**src/rtl/priority_event_queue_defines.svh**
```systemverilog
// ----------------------------------------------------------------------------
// Priority event queue assertion macros
// Shared checks for the queue RTL, clocked on clk; PEVQ_ASSERT skips reset.
// ----------------------------------------------------------------------------
`ifndef PRIORITY_EVENT_QUEUE_DEFINES_SVH
`define PRIORITY_EVENT_QUEUE_DEFINES_SVH

// Check an implication on every rising clock edge outside reset.
`define PEVQ_ASSERT(label, prop, msg) \
    label: assert property (@(posedge clk) disable iff (!rst_n) prop) else $error(msg);

// Check a property on every rising clock edge, reset included.
`define PEVQ_ASSERT_ALWAYS(label, prop, msg) \
    label: assert property (@(posedge clk) prop) else $error(msg);

`endif

```
**src/rtl/pevq_pkg.sv**
```systemverilog
// ----------------------------------------------------------------------------
// Priority event queue package
// Sizes, operation and status codes, and the word and slot types.
// ----------------------------------------------------------------------------
`default_nettype none

package pevq_pkg;

    localparam int QUEUE_DEPTH = 16;
    localparam int IDX_W       = $clog2(QUEUE_DEPTH);
    localparam int CNT_W       = $clog2(QUEUE_DEPTH + 1);
    localparam int OCC_W       = 5;

    localparam logic [1:0] KIND_POST   = 2'd0;
    localparam logic [1:0] KIND_TAKE   = 2'd1;
    localparam logic [1:0] KIND_CANCEL = 2'd2;

    localparam logic [1:0] ST_OK      = 2'd0;
    localparam logic [1:0] ST_FULL    = 2'd1;
    localparam logic [1:0] ST_EMPTY   = 2'd2;
    localparam logic [1:0] ST_NOMATCH = 2'd3;

    typedef struct packed {
        logic [1:0]  kind;
        logic [6:0]  receiver;
        logic [6:0]  sender;
        logic [7:0]  ev_type;
        logic [7:0]  ev_id;
        logic [1:0]  priority_req;
        logic [31:0] payload;
    } req_t;

    typedef struct packed {
        logic [1:0]       status;
        logic [6:0]       out_receiver;
        logic [6:0]       out_sender;
        logic [7:0]       out_type;
        logic [7:0]       out_id;
        logic [1:0]       out_priority;
        logic [31:0]      out_payload;
        logic [OCC_W-1:0] occupancy;
    } rsp_t;

    // One stored event, 64 bits.
    typedef struct packed {
        logic [6:0]  receiver;
        logic [6:0]  sender;
        logic [7:0]  ev_type;
        logic [7:0]  ev_id;
        logic [1:0]  prio;
        logic [31:0] payload;
    } slot_t;

    typedef struct packed {
        logic later;
        logic match;
    } cmp_t;

endpackage

`default_nettype wire

```
**src/rtl/pevq_ram.sv**
```systemverilog
// ----------------------------------------------------------------------------
// Generic single-port-write, single-port-read RAM
// One write and one registered read per cycle.
// ----------------------------------------------------------------------------
`default_nettype none

module pevq_ram #(
    parameter int WIDTH = 64,
    parameter int DEPTH = 16
) (
    input  wire logic                     clk,
    input  wire logic                     we,
    input  wire logic [$clog2(DEPTH)-1:0] waddr,
    input  wire logic [WIDTH-1:0]         wdata,
    input  wire logic [$clog2(DEPTH)-1:0] raddr,
    output logic      [WIDTH-1:0]         rdata
);

    logic [WIDTH-1:0] mem_reg [DEPTH];
    logic [WIDTH-1:0] rdata_reg;

    always_ff @(posedge clk)
    begin
        if (we)
        begin
            mem_reg[waddr] <= wdata;
        end
        rdata_reg <= mem_reg[raddr];
    end

    assign rdata = rdata_reg;

endmodule

`default_nettype wire

```
**src/rtl/pevq_cmp.sv**
```systemverilog
// ----------------------------------------------------------------------------
// Priority event queue compare unit
// Compares one stored event against the key of the operation in progress.
// ----------------------------------------------------------------------------
`default_nettype none

module pevq_cmp (
    input  wire pevq_pkg::slot_t    entry,
    input  wire logic [1:0]         prio,
    input  wire logic [6:0]         receiver,
    input  wire logic [7:0]         ev_id,
    output pevq_pkg::cmp_t          result
);

    import pevq_pkg::*;

    always_comb
    begin
        // A new event goes behind every entry that is not strictly less urgent.
        result.later = (entry.prio > prio);
        result.match = (entry.receiver == receiver) && (entry.ev_id == ev_id);
    end

endmodule

`default_nettype wire

```
**src/rtl/priority_event_queue.sv**
```systemverilog
// ----------------------------------------------------------------------------
// Priority event queue
// Bounded event queue kept ordered by priority, stable among equals.
// ----------------------------------------------------------------------------
// The request channel (req_valid, req_stall, req) carries one operation word:
// post, take head, or cancel by receiver and event id. The response channel
// (rsp_valid, rsp_stall, rsp) returns exactly one word per request, with a
// status, the event taken or cancelled, and the occupancy afterwards.
// Events live in a 16-entry RAM with one registered read port; a small
// sequencer walks it one entry at a time through a shared compare unit.
// A post walks from the tail, moving each less urgent entry one slot toward
// the tail, and writes the event into the slot left free. A take or cancel
// walks every queued entry from the head and closes the gap behind the one
// removed. Full, empty and unused-kind cases answer without a walk. The
// response word appears in the same cycle that req_stall drops. req_stall
// stays high while an operation is in progress. A finished word waits in
// the response register while the receiver stalls; the next request is
// still taken and worked on, and it waits to finish until that register is
// free. Reset empties the queue at once and drops any pending response.
// ----------------------------------------------------------------------------
`default_nettype none

`include "priority_event_queue_defines.svh"

module priority_event_queue (
    input  wire logic            clk,
    input  wire logic            rst_n,
    input  wire logic            req_valid,
    output logic                 req_stall,
    input  wire pevq_pkg::req_t  req,
    output logic                 rsp_valid,
    input  wire logic            rsp_stall,
    output pevq_pkg::rsp_t       rsp
);

    import pevq_pkg::*;

    localparam logic [2:0] S_IDLE = 3'd0;
    localparam logic [2:0] S_RD   = 3'd1;
    localparam logic [2:0] S_EV   = 3'd2;
    localparam logic [2:0] S_WR   = 3'd3;
    localparam logic [2:0] S_DONE = 3'd4;

    logic [2:0]       state_reg,  state_next;
    logic [CNT_W-1:0] count_reg,  count_next;
    logic [IDX_W-1:0] idx_reg,    idx_next;
    logic             found_reg,  found_next;
    logic [1:0]       status_reg, status_next;
    req_t             item_reg,   item_next;
    slot_t            evt_reg,    evt_next;
    logic             rsp_valid_reg, rsp_valid_next;
    rsp_t             rsp_reg,    rsp_next;

    logic             ram_we;
    logic [IDX_W-1:0] ram_waddr;
    slot_t            ram_wdata;
    slot_t            ram_rdata;
    cmp_t             cmp;
    slot_t            new_slot;
    logic             rsp_free;
    logic             scan_last;
    logic             hit;

    pevq_ram #(
        .WIDTH ($bits(slot_t)),
        .DEPTH (QUEUE_DEPTH)
    ) u_ram (
        .clk   (clk),
        .we    (ram_we),
        .waddr (ram_waddr),
        .wdata (ram_wdata),
        .raddr (idx_reg),
        .rdata (ram_rdata)
    );

    pevq_cmp u_cmp (
        .entry    (ram_rdata),
        .prio     (item_reg.priority_req),
        .receiver (item_reg.receiver),
        .ev_id    (item_reg.ev_id),
        .result   (cmp)
    );

    always_comb
    begin
        new_slot.receiver = item_reg.receiver;
        new_slot.sender   = item_reg.sender;
        new_slot.ev_type  = item_reg.ev_type;
        new_slot.ev_id    = item_reg.ev_id;
        new_slot.prio     = item_reg.priority_req;
        new_slot.payload  = item_reg.payload;
    end

    assign rsp_free  = !rsp_valid_reg || !rsp_stall;
    assign scan_last = (CNT_W'(idx_reg) == CNT_W'(count_reg - CNT_W'(1)));
    assign hit       = (item_reg.kind == KIND_TAKE) ? (idx_reg == '0) : cmp.match;

    always_comb
    begin
        state_next     = state_reg;
        count_next     = count_reg;
        idx_next       = idx_reg;
        found_next     = found_reg;
        status_next    = status_reg;
        item_next      = item_reg;
        evt_next       = evt_reg;
        rsp_valid_next = rsp_valid_reg;
        rsp_next       = rsp_reg;
        ram_we         = 1'b0;
        ram_waddr      = '0;
        ram_wdata      = ram_rdata;

        if (rsp_valid_reg && !rsp_stall)
        begin
            rsp_valid_next = 1'b0;
        end

        case (state_reg)
            S_IDLE:
            begin
                if (req_valid)
                begin
                    item_next   = req;
                    evt_next    = '0;
                    found_next  = 1'b0;
                    status_next = ST_OK;
                    state_next  = S_DONE;
                    case (req.kind)
                        KIND_POST:
                        begin
                            if (count_reg >= CNT_W'(QUEUE_DEPTH))
                            begin
                                status_next = ST_FULL;
                            end
                            else if (count_reg == '0)
                            begin
                                state_next = S_WR;
                            end
                            else
                            begin
                                // Walk from the tail toward the head.
                                idx_next   = IDX_W'(count_reg - CNT_W'(1));
                                state_next = S_RD;
                            end
                        end
                        KIND_TAKE, KIND_CANCEL:
                        begin
                            if (count_reg == '0)
                            begin
                                status_next = (req.kind == KIND_TAKE) ? ST_EMPTY
                                                                      : ST_NOMATCH;
                            end
                            else
                            begin
                                idx_next   = '0;
                                state_next = S_RD;
                            end
                        end
                        default:
                        begin
                            status_next = ST_OK;
                        end
                    endcase
                end
            end

            S_RD:
            begin
                state_next = S_EV;
            end

            S_EV:
            begin
                if (item_reg.kind == KIND_POST)
                begin
                    ram_we    = 1'b1;
                    ram_waddr = IDX_W'(idx_reg + 1'b1);
                    if (cmp.later)
                    begin
                        // Less urgent entry moves one slot toward the tail.
                        ram_wdata = ram_rdata;
                        if (idx_reg == '0)
                        begin
                            state_next = S_WR;
                        end
                        else
                        begin
                            idx_next   = IDX_W'(idx_reg - 1'b1);
                            state_next = S_RD;
                        end
                    end
                    else
                    begin
                        ram_wdata  = new_slot;
                        count_next = CNT_W'(count_reg + CNT_W'(1));
                        state_next = S_DONE;
                    end
                end
                else
                begin
                    if (found_reg)
                    begin
                        // Close the gap left by the removed entry.
                        ram_we    = 1'b1;
                        ram_waddr = IDX_W'(idx_reg - 1'b1);
                        ram_wdata = ram_rdata;
                    end
                    else if (hit)
                    begin
                        evt_next   = ram_rdata;
                        found_next = 1'b1;
                    end

                    if (scan_last)
                    begin
                        if (found_reg || hit)
                        begin
                            count_next  = CNT_W'(count_reg - CNT_W'(1));
                            status_next = ST_OK;
                        end
                        else
                        begin
                            status_next = ST_NOMATCH;
                        end
                        state_next = S_DONE;
                    end
                    else
                    begin
                        idx_next   = IDX_W'(idx_reg + 1'b1);
                        state_next = S_RD;
                    end
                end
            end

            S_WR:
            begin
                ram_we     = 1'b1;
                ram_waddr  = '0;
                ram_wdata  = new_slot;
                count_next = CNT_W'(count_reg + CNT_W'(1));
                state_next = S_DONE;
            end

            S_DONE:
            begin
                if (rsp_free)
                begin
                    rsp_valid_next        = 1'b1;
                    rsp_next.status       = status_reg;
                    rsp_next.out_receiver = evt_reg.receiver;
                    rsp_next.out_sender   = evt_reg.sender;
                    rsp_next.out_type     = evt_reg.ev_type;
                    rsp_next.out_id       = evt_reg.ev_id;
                    rsp_next.out_priority = evt_reg.prio;
                    rsp_next.out_payload  = evt_reg.payload;
                    rsp_next.occupancy    = OCC_W'(count_reg);
                    state_next            = S_IDLE;
                end
            end

            default:
            begin
                state_next = S_IDLE;
            end
        endcase
    end

    always_ff @(posedge clk or negedge rst_n)
    begin
        if (!rst_n)
        begin
            state_reg     <= S_IDLE;
            count_reg     <= '0;
            idx_reg       <= '0;
            found_reg     <= 1'b0;
            rsp_valid_reg <= 1'b0;
        end
        else
        begin
            state_reg     <= state_next;
            count_reg     <= count_next;
            idx_reg       <= idx_next;
            found_reg     <= found_next;
            rsp_valid_reg <= rsp_valid_next;
        end
    end

    always_ff @(posedge clk)
    begin
        status_reg <= status_next;
        item_reg   <= item_next;
        evt_reg    <= evt_next;
        rsp_reg    <= rsp_next;
    end

    assign req_stall = (state_reg != S_IDLE);
    assign rsp_valid = rsp_valid_reg;
    assign rsp       = rsp_reg;

    `PEVQ_ASSERT(a_we_in_work, ram_we |-> (state_reg == S_EV || state_reg == S_WR), "RAM written outside a work state")
    `PEVQ_ASSERT(a_idle_count, (state_reg == S_IDLE) |=> $stable(count_reg), "Queue count changed while idle")
    `PEVQ_ASSERT(a_idx_in_range, (state_reg == S_EV) |-> (CNT_W'(idx_reg) < count_reg), "Scan index beyond queued events")
    `PEVQ_ASSERT(a_full_occ, (rsp_valid && rsp.status == ST_FULL) |-> (rsp.occupancy == OCC_W'(QUEUE_DEPTH)), "Full status with queue not full")
    `PEVQ_ASSERT_ALWAYS(a_count_max, !rst_n || (count_reg <= CNT_W'(QUEUE_DEPTH)), "Queue count above depth")

endmodule

`default_nettype wire

```
**config.mk**
```make
export PLATFORM = sky130hd
export DESIGN_NAME = priority_event_queue
export DESIGN_NICKNAME = d
export VERILOG_FILES = /design/src/rtl/pevq_pkg.sv /design/src/rtl/pevq_ram.sv /design/src/rtl/pevq_cmp.sv /design/src/rtl/priority_event_queue.sv
export VERILOG_INCLUDE_DIRS = /design/src /design/src/rtl
export SDC_FILE = /design/constraint.sdc
export NUM_CORES = 1
export LEC_CHECK = 0
export BUFFER_PORTS_ARGS = -buffer_cell sky130_fd_sc_hd__buf_4
export CORE_UTILIZATION = 59
export CTS_CLUSTER_SIZE = 20
export DETAILED_ROUTE_END_ITERATION = 8
export GPL_TIMING_DRIVEN = 1
export PLACE_DENSITY_LB_ADDON = 0.1
export SYNTH_ARGS = -nofsm -noshare
export SYNTH_HDL_FRONTEND = slang
export SYNTH_SLANG_ARGS = --single-unit
```
**constraint.sdc**
```tcl
create_clock -name clk -period 12.95 [get_ports clk]
set_clock_uncertainty 0.2 [all_clocks]
set_input_delay 2.59 -clock clk [delete_from_list [all_inputs] [get_ports clk]]
set_output_delay 2.59 -clock clk [all_outputs]
set_load 0.005 [all_outputs]
```
==> reports/qor.log <==
[final_layout] max FFs per register 1024
[logic_synthesis] number of warnings reported in the yosys synthesis log 0
[grt] number of antenna violations at the first check in global routing 2
[grt] highest-utilization routing layer at the global route stage met2
[flow_run] max cap viols 0
[timing] Pins Over Slew Limit 0
[placement] final weighted congestion of routability-driven global placement 0.814
[cts] count of instances resized after the clock tree is built 0
[pwr] clock power share 29.2%
[floorplan] starting density of the core 60.0%
[grt] global routing usage summed across all routing layers 26.5%
[logic_synthesis] combinational family with the most area after synthesis multiplexers
[setup_path] end of the worst register-to-register path u_ram.mem_reg[10][24]
[timing] Achievable Freq 0.179 GHz
[logic_synthesis] count of flip-flops with a built-in enable after synthesis 1227
[placement] Port Buffer Count 142
[grt] Global Route met1 Usage 38.9%
[final_layout] net count reported at finish 2834
[logic_synthesis] Synthesized Nets 2645
[final_layout] share of final-layout standard cells stronger than drive strength 1 23.3%
[min_path] Hold Path Stages 0
[logic_synthesis] basic-gate share of the synthesized area counting and, or, nand and nor cells 2.49%
[pwr] fraction of power spent switching nets 29.9%
[grt] GR Overflow Total 0
[grt] pin count of the biggest net entering global routing 129
[pwr] VDD IR-drop max 154 µV
[final_layout] most frequent cells in the layout edfxtp_1 (1227), mux2i_1 (198), buf_4 (190)
[logic_synthesis] Avg Synthesized Cell Area 19.3 µm²
[cts] # H-tree levels 4
[status] run status complete, no violations
[pwr] relative contribution of sequential cells to total power 46.0%
[drt] TritonRoute pass-1 iters 5
[placement] number of cells after detailed placement 3689
[logic_synthesis] area of the mapped netlist 49500 µm²
[logic_synthesis] share of flip-flops with an asynchronous set or reset after synthesis 1.07%
[setup_path] critical path required time 13.07 ns
[drt] count of antenna-violating nets left after detailed routing 0
[logic_synthesis] post-synthesis share of cell area spent on xor and xnor gates 0.488%
[cts] clock sink count 1305
[drt] DRC errors left 0
[drt] average detailed-routed wire length per instance 28.4 µm
[cts] Clock Tree Buf Depth 3
[timing] final cycle utilization of the critical path 43.0%
[logic_synthesis] compound-cell area share of the yosys netlist 4.84%
[min_path] endpoint of the worst hold-timing path rsp[54]
[drt] total via count in the routed design 25200
[cts] hold_buf cts 0
[logic_synthesis] post-synthesis mux area share 12.6%
[drt] violation count after the first detailed-route iteration 3044
[floorplan] standard cell core area 82500 µm²
[timing] number of setup violations in the final report 0
[drt] Total Routed Length 112 mm
[pwr] reported net switching power 3.87 mW
[cts] clock tree from TritonCTS done
[final_layout] ant diodes 0
[min_path] worst hold-check path type flip-flop to flip-flop
[logic_synthesis] synthesized-area fraction occupied by adder cells 0.253%
[placement] Detailed Place HPWL 54.1 mm
[drt] post-DR vias/cell 6.40
[pwr] relative contribution of combinational cells to total power 24.8%
[timing] time the worst path needs with I/O delays and setup 5.57 ns
[grt] first-pass GRT wire length 163 mm
[floorplan] horizontal die dimension 292 µm
[grt] GR Util met3 4.54%
[logic_synthesis] #FFs+latches synth 1305
[grt] global-route track usage on met2 41.4%
[logic_synthesis] register area share after synthesis 77.7%
[logic_synthesis] Synth Instances 2565
[cts] source-to-sink clock delay at the later pin of the worst-skew pair 0.72 ns
[pwr] internal power 9.05 mW
[timing] number of failing hold endpoints at the final stage 0
[final_layout] most common cell after layout, fill and taps aside edfxtp_1
[floorplan] number of placement rows 105
[cts] Clock Tree Root clkbuf_16
[setup_path] startpoint kind of the worst setup timing path flip-flop
[timing] relative slew slack 12.0%
[final_layout] final instance count without filler cells 3931
[timing] setup repair after global routing missed its margin false
[min_path] hold wc startpoint evt_reg[49]
[cts] clock transition at the registers of the reported paths 0.06 ns
[pwr] total leakage power 19.1 nW
[setup_path] worst setup path category flip-flop to flip-flop
[final_layout] layout overhead on the synthesized area 13.3%
[setup_path] Crit. End Element flip-flop
[floorplan] number of primary I/O pins 143
[setup_path] internal reg-to-reg setup slack 7.38 ns
[floorplan] Die H 292 µm
[timing] TNS Setup 0 ns
[cts] clock buffer count from CTS 133
[cts] Setup Fix Bufs, Post-CTS 0
[pwr] power per unit of standard cell area 230 nW/µm²
[grt] vias in the first global route 25200
[final_layout] Filler cells 5286
[setup_path] logic depth of the worst register-to-register path 8
[timing] Slew @ Worst Pin 1.31 ns
[logic_synthesis] top_reg_cell synth edfxtp_1
[setup_path] Crit Path Max Fanout 57
[floorplan] die outline area 85100 µm²
[setup_path] critical path arrival 5.69 ns
[logic_synthesis] number of unique standard cell types used by synthesis 61
[setup_path] launch instance of the worst register-to-register path idx_reg[0]
## metrics by stage
stage                     utilization, %  power (mW)  hold WS, ns  instance area [µm²]  setup slack [ns]
final                               68.0        12.9        0.216                56100              7.38
after global routing                68.0        13.4        0.219                56100              7.07
after CTS                           68.0        13.0        0.217                56100              7.40
after detailed placement            62.8        9.23        0.205                51800              7.40
after global placement              62.8        9.13        0.201                51800              7.39
after floorplan                        -        8.20        0.200                49500              5.66
## cells by family (layout without fill, tap and decap cells)
logic type / count (synthesis) / after routing
fa+ha+maj: 10 / 10
flops: 1305 / 1305
mux: 447 / 447
buf+inv: 155 / 451
compound gates: 371 / 371
simple gates: 251 / 251
xor+xnor: 26 / 26
## Yosys cell counts, types with 6 or more instances
cell type | n | area (µm²)
edfxtp_1 | 1227 | 36800
mux2i_1 | 198 | 1980
o21ai_0 | 135 | 676
mux4_2 | 130 | 2930
mux2_2 | 118 | 1330
nand2_1 | 100 | 375
a21oi_1 | 75 | 375
a221oi_1 | 64 | 561
dfxtp_1 | 64 | 1280
a22oi_1 | 63 | 473
and3_1 | 63 | 394
clkbuf_1 | 63 | 236
nor2_1 | 42 | 158
buf_2 | 40 | 200
buf_4 | 22 | 165
inv_1 | 16 | 60.1
xor2_1 | 16 | 140
dfrtp_1 | 14 | 350
ha_1 | 10 | 125
nand3_1 | 9 | 45.0
xnor2_1 | 9 | 78.8
nor3_1 | 6 | 30.0
## power by group through the flow
stage	clock [mW]	sequential, mW	combinational (mW)
final	3.77	5.94	3.20
after global routing	3.98	5.98	3.46
after CTS	3.82	5.95	3.21
after detailed placement	0	6.03	3.20
after global placement	0	6.02	3.11
after floorplan	0	5.89	2.31
## area by class of cell
class	count	area [µm²]	area share (%)
clock buffer	183	3640	6.48
clock inverter	59	668	1.19
inverter	17	66.3	0.118
multi-input combinational	1105	10400	18.6
sequential	1305	38500	68.6
tap	1070	1340	2.39
timing repair buffer	192	1470	2.61
## routing by layer
layer / vias to the layer above / routed length [µm]
met5: - / 0
li1: 10800 / -
met2: 1224 / 53200
met1: 13000 / 46700
met4: 0 / 2360
met3: 186 / 9260
## worst max-delay path, cell delays in order, from the launching register on
cell      delay (ns)
dfrtp_4         0.97
buf_4           0.89
nand3_1         0.29
nor2_1          0.18
a211oi_1        0.09
a211oi_1        0.39
nand2_1         0.34
nor2_4          0.90
buf_4           0.84
## how the worst max path moves through the flow
stage,slack (ns),startpoint,to,depth (start not counted)
2_1_floorplan,5.66,idx_reg[0],evt_reg[0],11
3_3_place_gp,7.39,idx_reg[0],u_ram.mem_reg[10][31],8
3_5_place_dp,7.40,idx_reg[0],u_ram.mem_reg[10][27],8
4_1_cts,7.40,idx_reg[0],u_ram.mem_reg[10][24],8
5_1_grt,7.07,idx_reg[0],u_ram.mem_reg[10][26],8
6_report,7.38,idx_reg[0],u_ram.mem_reg[10][24],8
(Power assumes the default switching activity.)
